### config.mk
export PLATFORM = sky130hd
export DESIGN_NAME = bdq_cell
export DESIGN_NICKNAME = d
export VERILOG_FILES = /design/src/rtl/core/bdq_pkg.sv /design/src/rtl/core/bdq_cell.sv
export SDC_FILE = /design/constraint.sdc
export NUM_CORES = 1
export LEC_CHECK = 0
export BUFFER_PORTS_ARGS = -buffer_cell sky130_fd_sc_hd__clkbuf_2
export CAP_MARGIN = 20
export CORE_MARGIN = 1.5
export CORE_UTILIZATION = 42
export DETAILED_ROUTE_END_ITERATION = 12
export GPL_TIMING_DRIVEN = 0
export PLACE_DENSITY = 0.8
export REMOVE_ABC_BUFFERS = 1
export SYNTH_ARGS = -nofsm -noshare
export SYNTH_HDL_FRONTEND = slang
export SYNTH_SLANG_ARGS = --single-unit
### constraint.sdc
create_clock -name i_clk -period 4.1 [get_ports i_clk]
set_clock_uncertainty 0.15 [all_clocks]
set_input_delay 0.82 -clock i_clk [delete_from_list [all_inputs] [get_ports i_clk]]
set_output_delay 0.82 -clock i_clk [all_outputs]
set_load 0.02 [all_outputs]
### src/rtl/core/bdq_pkg.sv
// ----------------------------------------------------------------------------
// bdq_pkg
// Shared types and constants of the bounded deque store: default sizes,
// stream field widths, command and status codes, cell control.
// ----------------------------------------------------------------------------
package bdq_pkg;

    localparam int CAPACITY_DEF      = 256;
    localparam int ELEMENT_WIDTH_DEF = 32;

    localparam int CMD_W     = 3;
    localparam int ELEM_W    = 32;
    localparam int POS_W     = 8;
    localparam int VALUE_W   = 32;
    localparam int COUNT_W   = 9;
    localparam int STATUS_W  = 2;
    localparam int S_TDATA_W = 40;
    localparam int M_TDATA_W = 48;

    typedef enum logic [CMD_W-1:0] {
        CMD_INS_HEAD = 3'd0,
        CMD_INS_TAIL = 3'd1,
        CMD_REM_HEAD = 3'd2,
        CMD_REM_TAIL = 3'd3,
        CMD_RD_HEAD  = 3'd4,
        CMD_RD_TAIL  = 3'd5,
        CMD_RD_INDEX = 3'd6,
        CMD_NOP      = 3'd7
    } t_cmd;

    typedef enum logic [STATUS_W-1:0] {
        ST_OK    = 2'd0,
        ST_FULL  = 2'd1,
        ST_EMPTY = 2'd2,
        ST_RANGE = 2'd3
    } t_status;

    typedef enum logic [1:0] {
        CELL_HOLD,
        CELL_SHIFT_UP,
        CELL_SHIFT_DOWN,
        CELL_WRITE
    } t_cell_op;

    typedef struct packed {
        t_cell_op op;
        logic     tap_load;
        logic     tap_shift;
    } t_cell_ctrl;

endpackage

### src/rtl/core/bdq_cell.sv
// ----------------------------------------------------------------------------
// bdq_cell
// One storage cell of the deque row: holds one element and one read tap,
// shifts data to either neighbor and passes read data toward cell zero.
// ----------------------------------------------------------------------------
module bdq_cell #(
    parameter int INDEX         = 0,
    parameter int ELEMENT_WIDTH = 32,
    parameter int IDX_W         = 8
) (
    input  logic                     i_clk,
    input  bdq_pkg::t_cell_ctrl      i_ctrl,
    input  logic [IDX_W-1:0]         i_addr,
    input  logic [ELEMENT_WIDTH-1:0] i_elem,
    input  logic [ELEMENT_WIDTH-1:0] i_left,
    input  logic [ELEMENT_WIDTH-1:0] i_right,
    input  logic [ELEMENT_WIDTH-1:0] i_tap_right,
    output logic [ELEMENT_WIDTH-1:0] o_data,
    output logic [ELEMENT_WIDTH-1:0] o_tap
);
    import bdq_pkg::*;

    localparam logic [IDX_W-1:0] MY_IDX = IDX_W'(INDEX);

    logic                     hit;
    logic [ELEMENT_WIDTH-1:0] r_data;
    logic [ELEMENT_WIDTH-1:0] r_tap;

    assign hit = (i_addr == MY_IDX);

    always_ff @(posedge i_clk) begin
        unique case (i_ctrl.op)
            CELL_HOLD:       r_data <= r_data;
            CELL_SHIFT_UP:   r_data <= i_left;
            CELL_SHIFT_DOWN: r_data <= i_right;
            CELL_WRITE: begin
                if (hit) begin
                    r_data <= i_elem;
                end
            end
            default:         r_data <= r_data;
        endcase
        if (i_ctrl.tap_load) begin
            r_tap <= hit ? r_data : i_tap_right;
        end else if (i_ctrl.tap_shift) begin
            r_tap <= i_tap_right;
        end
    end

    assign o_data = r_data;
    assign o_tap  = r_tap;

endmodule

## Word level (Yosys, flattened, before mapping)

Index checks and enable logic that the tools add are counted.

- Register bits after elaboration: 64
- Latch bits: 0
- RAM bits: 0
- Bits in read-only memories: 0
- Bits of input ports: 141
- Word-level logic and storage cells: 16
- Memories: 0

- $add $sub $neg: 0
- $mul: 0
- Divide/modulo/power cells: 0
- Order comparisons: 0
- Equality and inequality tests: 4
- Shifts and indexed selects: 0
- Multiplexer cells: 5
- Bitwise operators: 1
- Reductions and logical operators: 4

Operators with widths:

| kind | count |
|---|---|
| $mux W32 | 4 |
| $pmux W32 S3 | 1 |
| $logic_not A8 Y1 | 1 |
| $eq A2 B2 Y1 const B | 2 |
| $eq A2 B1 Y1 const B | 1 |
| $logic_not A2 Y1 | 1 |
| $ne A2 B2 Y1 const B | 1 |
| $reduce_and A2 Y1 | 1 |
| $reduce_bool A2 Y1 | 1 |
| $not A1 Y1 | 1 |

## Depth between registers and ports, before layout

- Depth in word-level cells: 3
- Gate-level depth with buffers: 5

## Worst setup path before layout

Ideal clock, no wire load.

- Path kind: input port to flip-flop
- Start point: in i_ctrl[2] (netlist name)
- End point: reg r_data[0], in the netlist o_data[0], enable pin
- Library setup time: 421 ps
- Data arrival time: 2679 ps
- Required time: 3529 ps
- Setup slack: 850 ps
- Stages: 5
- Buffers on the path: 2
- Path through: buf_2 > buf_2 > nand2_1 > a21oi_1 > nor2_1

- Longest elaborated chain between the ends: 3
- Elaborated cells on any way between the ends: 5

Ends and longest elaborated chain:

| element | RTL line | RTL |
|---|---|---|
| start: declaration | bdq_cell.sv:12 | `input bdq_pkg::t_cell_ctrl i_ctrl,` |
| $eq A2 B2 Y1 or $logic_not A2 Y1 (tied branches) | bdq_cell.sv:32 | `unique case (i_ctrl.op)` |
| $ne A2 B2 Y1 (no line) or $not A1 Y1 (tied branches) | -- |  |
| $reduce_and A2 Y1 (no line) (*) | -- |  |
| end signal: assignment | bdq_cell.sv:33 | `CELL_HOLD: r_data <= r_data;` |
| end signal: assignment | bdq_cell.sv:34 | `CELL_SHIFT_UP: r_data <= i_left;` |
| end signal: assignment | bdq_cell.sv:35 | `CELL_SHIFT_DOWN: r_data <= i_right;` |
| end: declaration | bdq_cell.sv:26 | `logic [ELEMENT_WIDTH-1:0] r_data;` |

Every way passes the cells marked *; elsewhere a longest branch is shown, timed or not.
A chain may end at the register's enable or synchronous reset.

## Worst setup path after layout

- Start point: in i_addr[5]
- End point: reg r_tap[10], in the netlist o_tap[10] (data pin)

- Longest elaborated chain between the ends: 3

Ends and longest elaborated chain:

| element | RTL line | RTL |
|---|---|---|
| start: declaration | bdq_cell.sv:13 | `input logic [IDX_W-1:0] i_addr,` |
| $logic_not A8 Y1 | bdq_cell.sv:29 | `assign hit = (i_addr == MY_IDX);` |
| $mux W32 | bdq_cell.sv:44 | `r_tap <= hit ? r_data : i_tap_right;` |
| $mux W32 | bdq_cell.sv:43 | `if (i_ctrl.tap_load) begin` |
| end signal: assignment | bdq_cell.sv:44 |  |
| end signal: assignment | bdq_cell.sv:46 | `r_tap <= i_tap_right;` |
| end: declaration | bdq_cell.sv:27 | `logic [ELEMENT_WIDTH-1:0] r_tap;` |

Every way passes these cells.

==> impl_metrics.py <==
metrics = {
    "outcome": {
        "status": "finished, final reports clean",
    },
    "hold_path": {
        "worstHoldEndpoint": "o_tap[24]$_DFFE_PP_",
        "worst_hold_path.num_cells": 1,
        "hp-class": "reg -> reg",
        "min_from": "o_data[24]$_DFFE_PP_",
    },
    "drt": {
        "firstDrtPassIters": 4,
        "route.final.wire_length_um": 7420,
        "detail-route-antenna-nets": 0,
        "via_count": 2472,
        "drt-vias-per-instance": 4.74,
        "drt-wirelength-per-cell_um": 14.2,
        "drt_initial_violations": 58,
        "drc": 0,
    },
    "setup_path": {
        "crit_chain": "clkbuf_2 > nor4_2 > nand3_2 > buf_16 > mux2_4",
        "cp_data_required_time_ns": 4.02,
        "critPathCaptureType": "flop",
        "crit_cells": 5,
        "reg_to_reg_end": "o_tap[8]$_DFFE_PP_",
        "critPathSlowestCell": "sky130_fd_sc_hd__nand3_2",
        "start_kind": "input pin",
        "worstPathArrival_ns": 2.49,
        "worst-path-buf-inv": 2,
        "ff2ff_path_depth": 1,
        "critical_path_peak_fanout": 17,
        "critPathTopFamily": "simple AND/OR/NAND/NOR gates",
        "critPathMaxStageDelay_ns": 0.54,
        "reg2reg_from": "o_data[8]$_DFFE_PP_",
        "regToRegSetupSlack_ns": 3.00,
        "critical_path_class": "in -> reg",
    },
    "synthesis": {
        "yosysWarningCount": 0,
        "synth.most_common_cell": "sky130_fd_sc_hd__edfxtp_1",
        "netlist_top_cells_area": "sky130_fd_sc_hd__edfxtp_1 61%, sky130_fd_sc_hd__mux2_4 14%, sky130_fd_sc_hd__mux2i_1 10%",
        "syn_inst": 214,
        "synth_top_cells_by_count": "64 x sky130_fd_sc_hd__edfxtp_1, 34 x sky130_fd_sc_hd__nor2_1, 33 x sky130_fd_sc_hd__a21oi_1",
        "synth_cell_types": 14,
        "syn-cell-area_um2": 3130,
        "ys_seq_elements": 64,
        "synth.largest_area_cell": "sky130_fd_sc_hd__edfxtp_1",
        "synth_top_cell_area_share_pct": 61.3,
        "synth-edff-count": 64,
        "postSynth.asyncResetShare_pct": 0,
        "postSynth.topFlopCell": "sky130_fd_sc_hd__edfxtp_1",
        "postSynthAreaPerCell_um2": 14.6,
        "synth_seq_area_share_pct": 61.3,
    },
    "layout": {
        "design_area_um2": 4430,
        "layout.core_utilization_pct": 61.1,
        "final-instance-count-excl-fill": 521,
        "layout-drive-gt1-share_pct": 60.4,
        "antennaDiodeCount": 0,
        "design.final.nets": 559,
        "areaGrowthSynthToFinish_pct": 41.5,
    },
    "timing": {
        "final_min_period_over_clock_period_pct": 62.8,
        "slew_headroom_pct": 36.9,
        "max_clock_freq_mhz": 389,
        "layout_min_cycle_time_ns": 2.57,
        "hold_violations": 0,
        "setup_viol": 0,
        "tightestPinTransition_ns": 0.944,
        "tns_ns": 0,
        "report.final.slew_viol_count": 0,
        "setup_ws_ns": 1.53,
        "rsz0062_at_grt": "no",
        "timing.hold.ws_ns": 0.423,
    },
    "clock_tree": {
        "tritoncts.num_buffers": 9,
        "tritoncts": "done",
        "postCtsSetupBuffers": 0,
        "cts.sinks": 64,
        "cts_resized": 0,
        "clock_path_buffers": 2,
        "cts.hold.buffers_added": 0,
        "clockRootBuffer": "sky130_fd_sc_hd__clkbuf_8",
        "cts_htree_levels": 3,
        "clkLatencyLatePin_ns": 0.33,
        "clk_pin_slew_worst_paths_ns": 0.07,
    },
    "power_and_ir_drop": {
        "power.density_cell_area_nw_per_um2": 363,
        "finalPower_mw": 1.61,
        "total_leakage_power_nw": 2.21,
        "max-vdd-ir-drop_mv": 0.211,
    },
    "grt": {
        "maximum_number_of_pins_on_one_net_before_global_route_repair": 67,
        "groute.usage.overall_pct": 18.4,
        "first_global_vias": 2428,
        "overall_overflow_remaining_after_global_route": 0,
        "first_pass_grt_wire_length_um": 10900,
        "number_of_antenna_violations_at_the_first_check_in_global_routing": 0,
    },
    "place": {
        "dp_worst_setup_slack_ns": 0.839,
        "routabilityCongestion": 0.749,
        "hpwl_um": 5680,
        "place.detailed.instances": 504,
        "portBuffers": 204,
        "placed_cell_area_um2": 4230,
    },
    "floorplan": {
        "row_count": 31,
        "initial_utilization_pct": 43.2,
        "die_h_um": 89.4,
        "top_level_ports": 205,
        "core_area_um2": 7250,
        "fp.dieArea_um2": 7990,
        "fp.dieW_um": 89.4,
    },
    "job": {
        "drv_cap": 0,
    },
}
-- how the worst max path moves through the flow --
| stage | endpoint | start | slack (ns) |
|---|---|---|---|
| 3_5_place_dp | o_data[24]$_DFFE_PP_ | i_ctrl[3] | 0.84 |
| 5_1_grt | o_tap[30]$_DFFE_PP_ | i_addr[1] | 1.40 |
| 2_1_floorplan | o_data[0]$_DFFE_PP_ | i_addr[1] | 0.90 |
| 4_1_cts | o_data[16]$_DFFE_PP_ | i_ctrl[3] | 1.19 |
| 6_report | o_tap[10]$_DFFE_PP_ | i_addr[5] | 1.53 |
| 3_3_place_gp | o_data[22]$_DFFE_PP_ | i_ctrl[3] | -0.36 |
-- cell families (layout without fill, tap and decap cells) --
group	count (synthesis)	after routing	synth area share [%]
compound gates	33	33	5.27
flops	64	64	61.3
mux	64	64	25.3
simple gates	39	39	5.51
buf+inv	14	222	2.56
-- final cells by class --
type / instances / area (um^2)
clock inverters: 6 / 27.5
flip-flops and latches: 64 / 1920
repair buffers: 207 / 1100
multi-input cells: 136 / 1140
well taps: 99 / 124
fillers: 598 / 2820
clock buffers: 9 / 124
-- state kept, by name, summed over array words and instances (netlist names) --
register  cells
o_tap        32
o_data       32
-- cell usage in the layout, fill, tap and decap left out, drive strengths merged --
cell,netlist,layout
nand2,1,1
nand3,1,1
mux2i,32,32
mux2,32,32
nor2,34,34
edfxtp,64,64
buf,9,3
nor4,2,2
or2,1,1
clkinvlp,0,1
a21oi,33,33
clkbuf,5,213
clkinv,0,5
-- routing by layer --
metal,vias up,GRT usage (%),routed length [um]
li1,1209,-,-
met1,1132,20.6,2860
met2,112,33.1,3930
met3,19,3.88,441
met4,0,9.37,187
met5,-,0,0
-- power breakdown --
part / total, mW / internal, mW / leakage [nW] / switching, mW
combinational: 0.340 / 0.145 / 1.49 / 0.195
clock: 0.433 / 0.206 / 0.0750 / 0.226
sequential: 0.835 / 0.806 / 0.643 / 0.0295
Note: power is estimated with default switching activity, not from simulation.
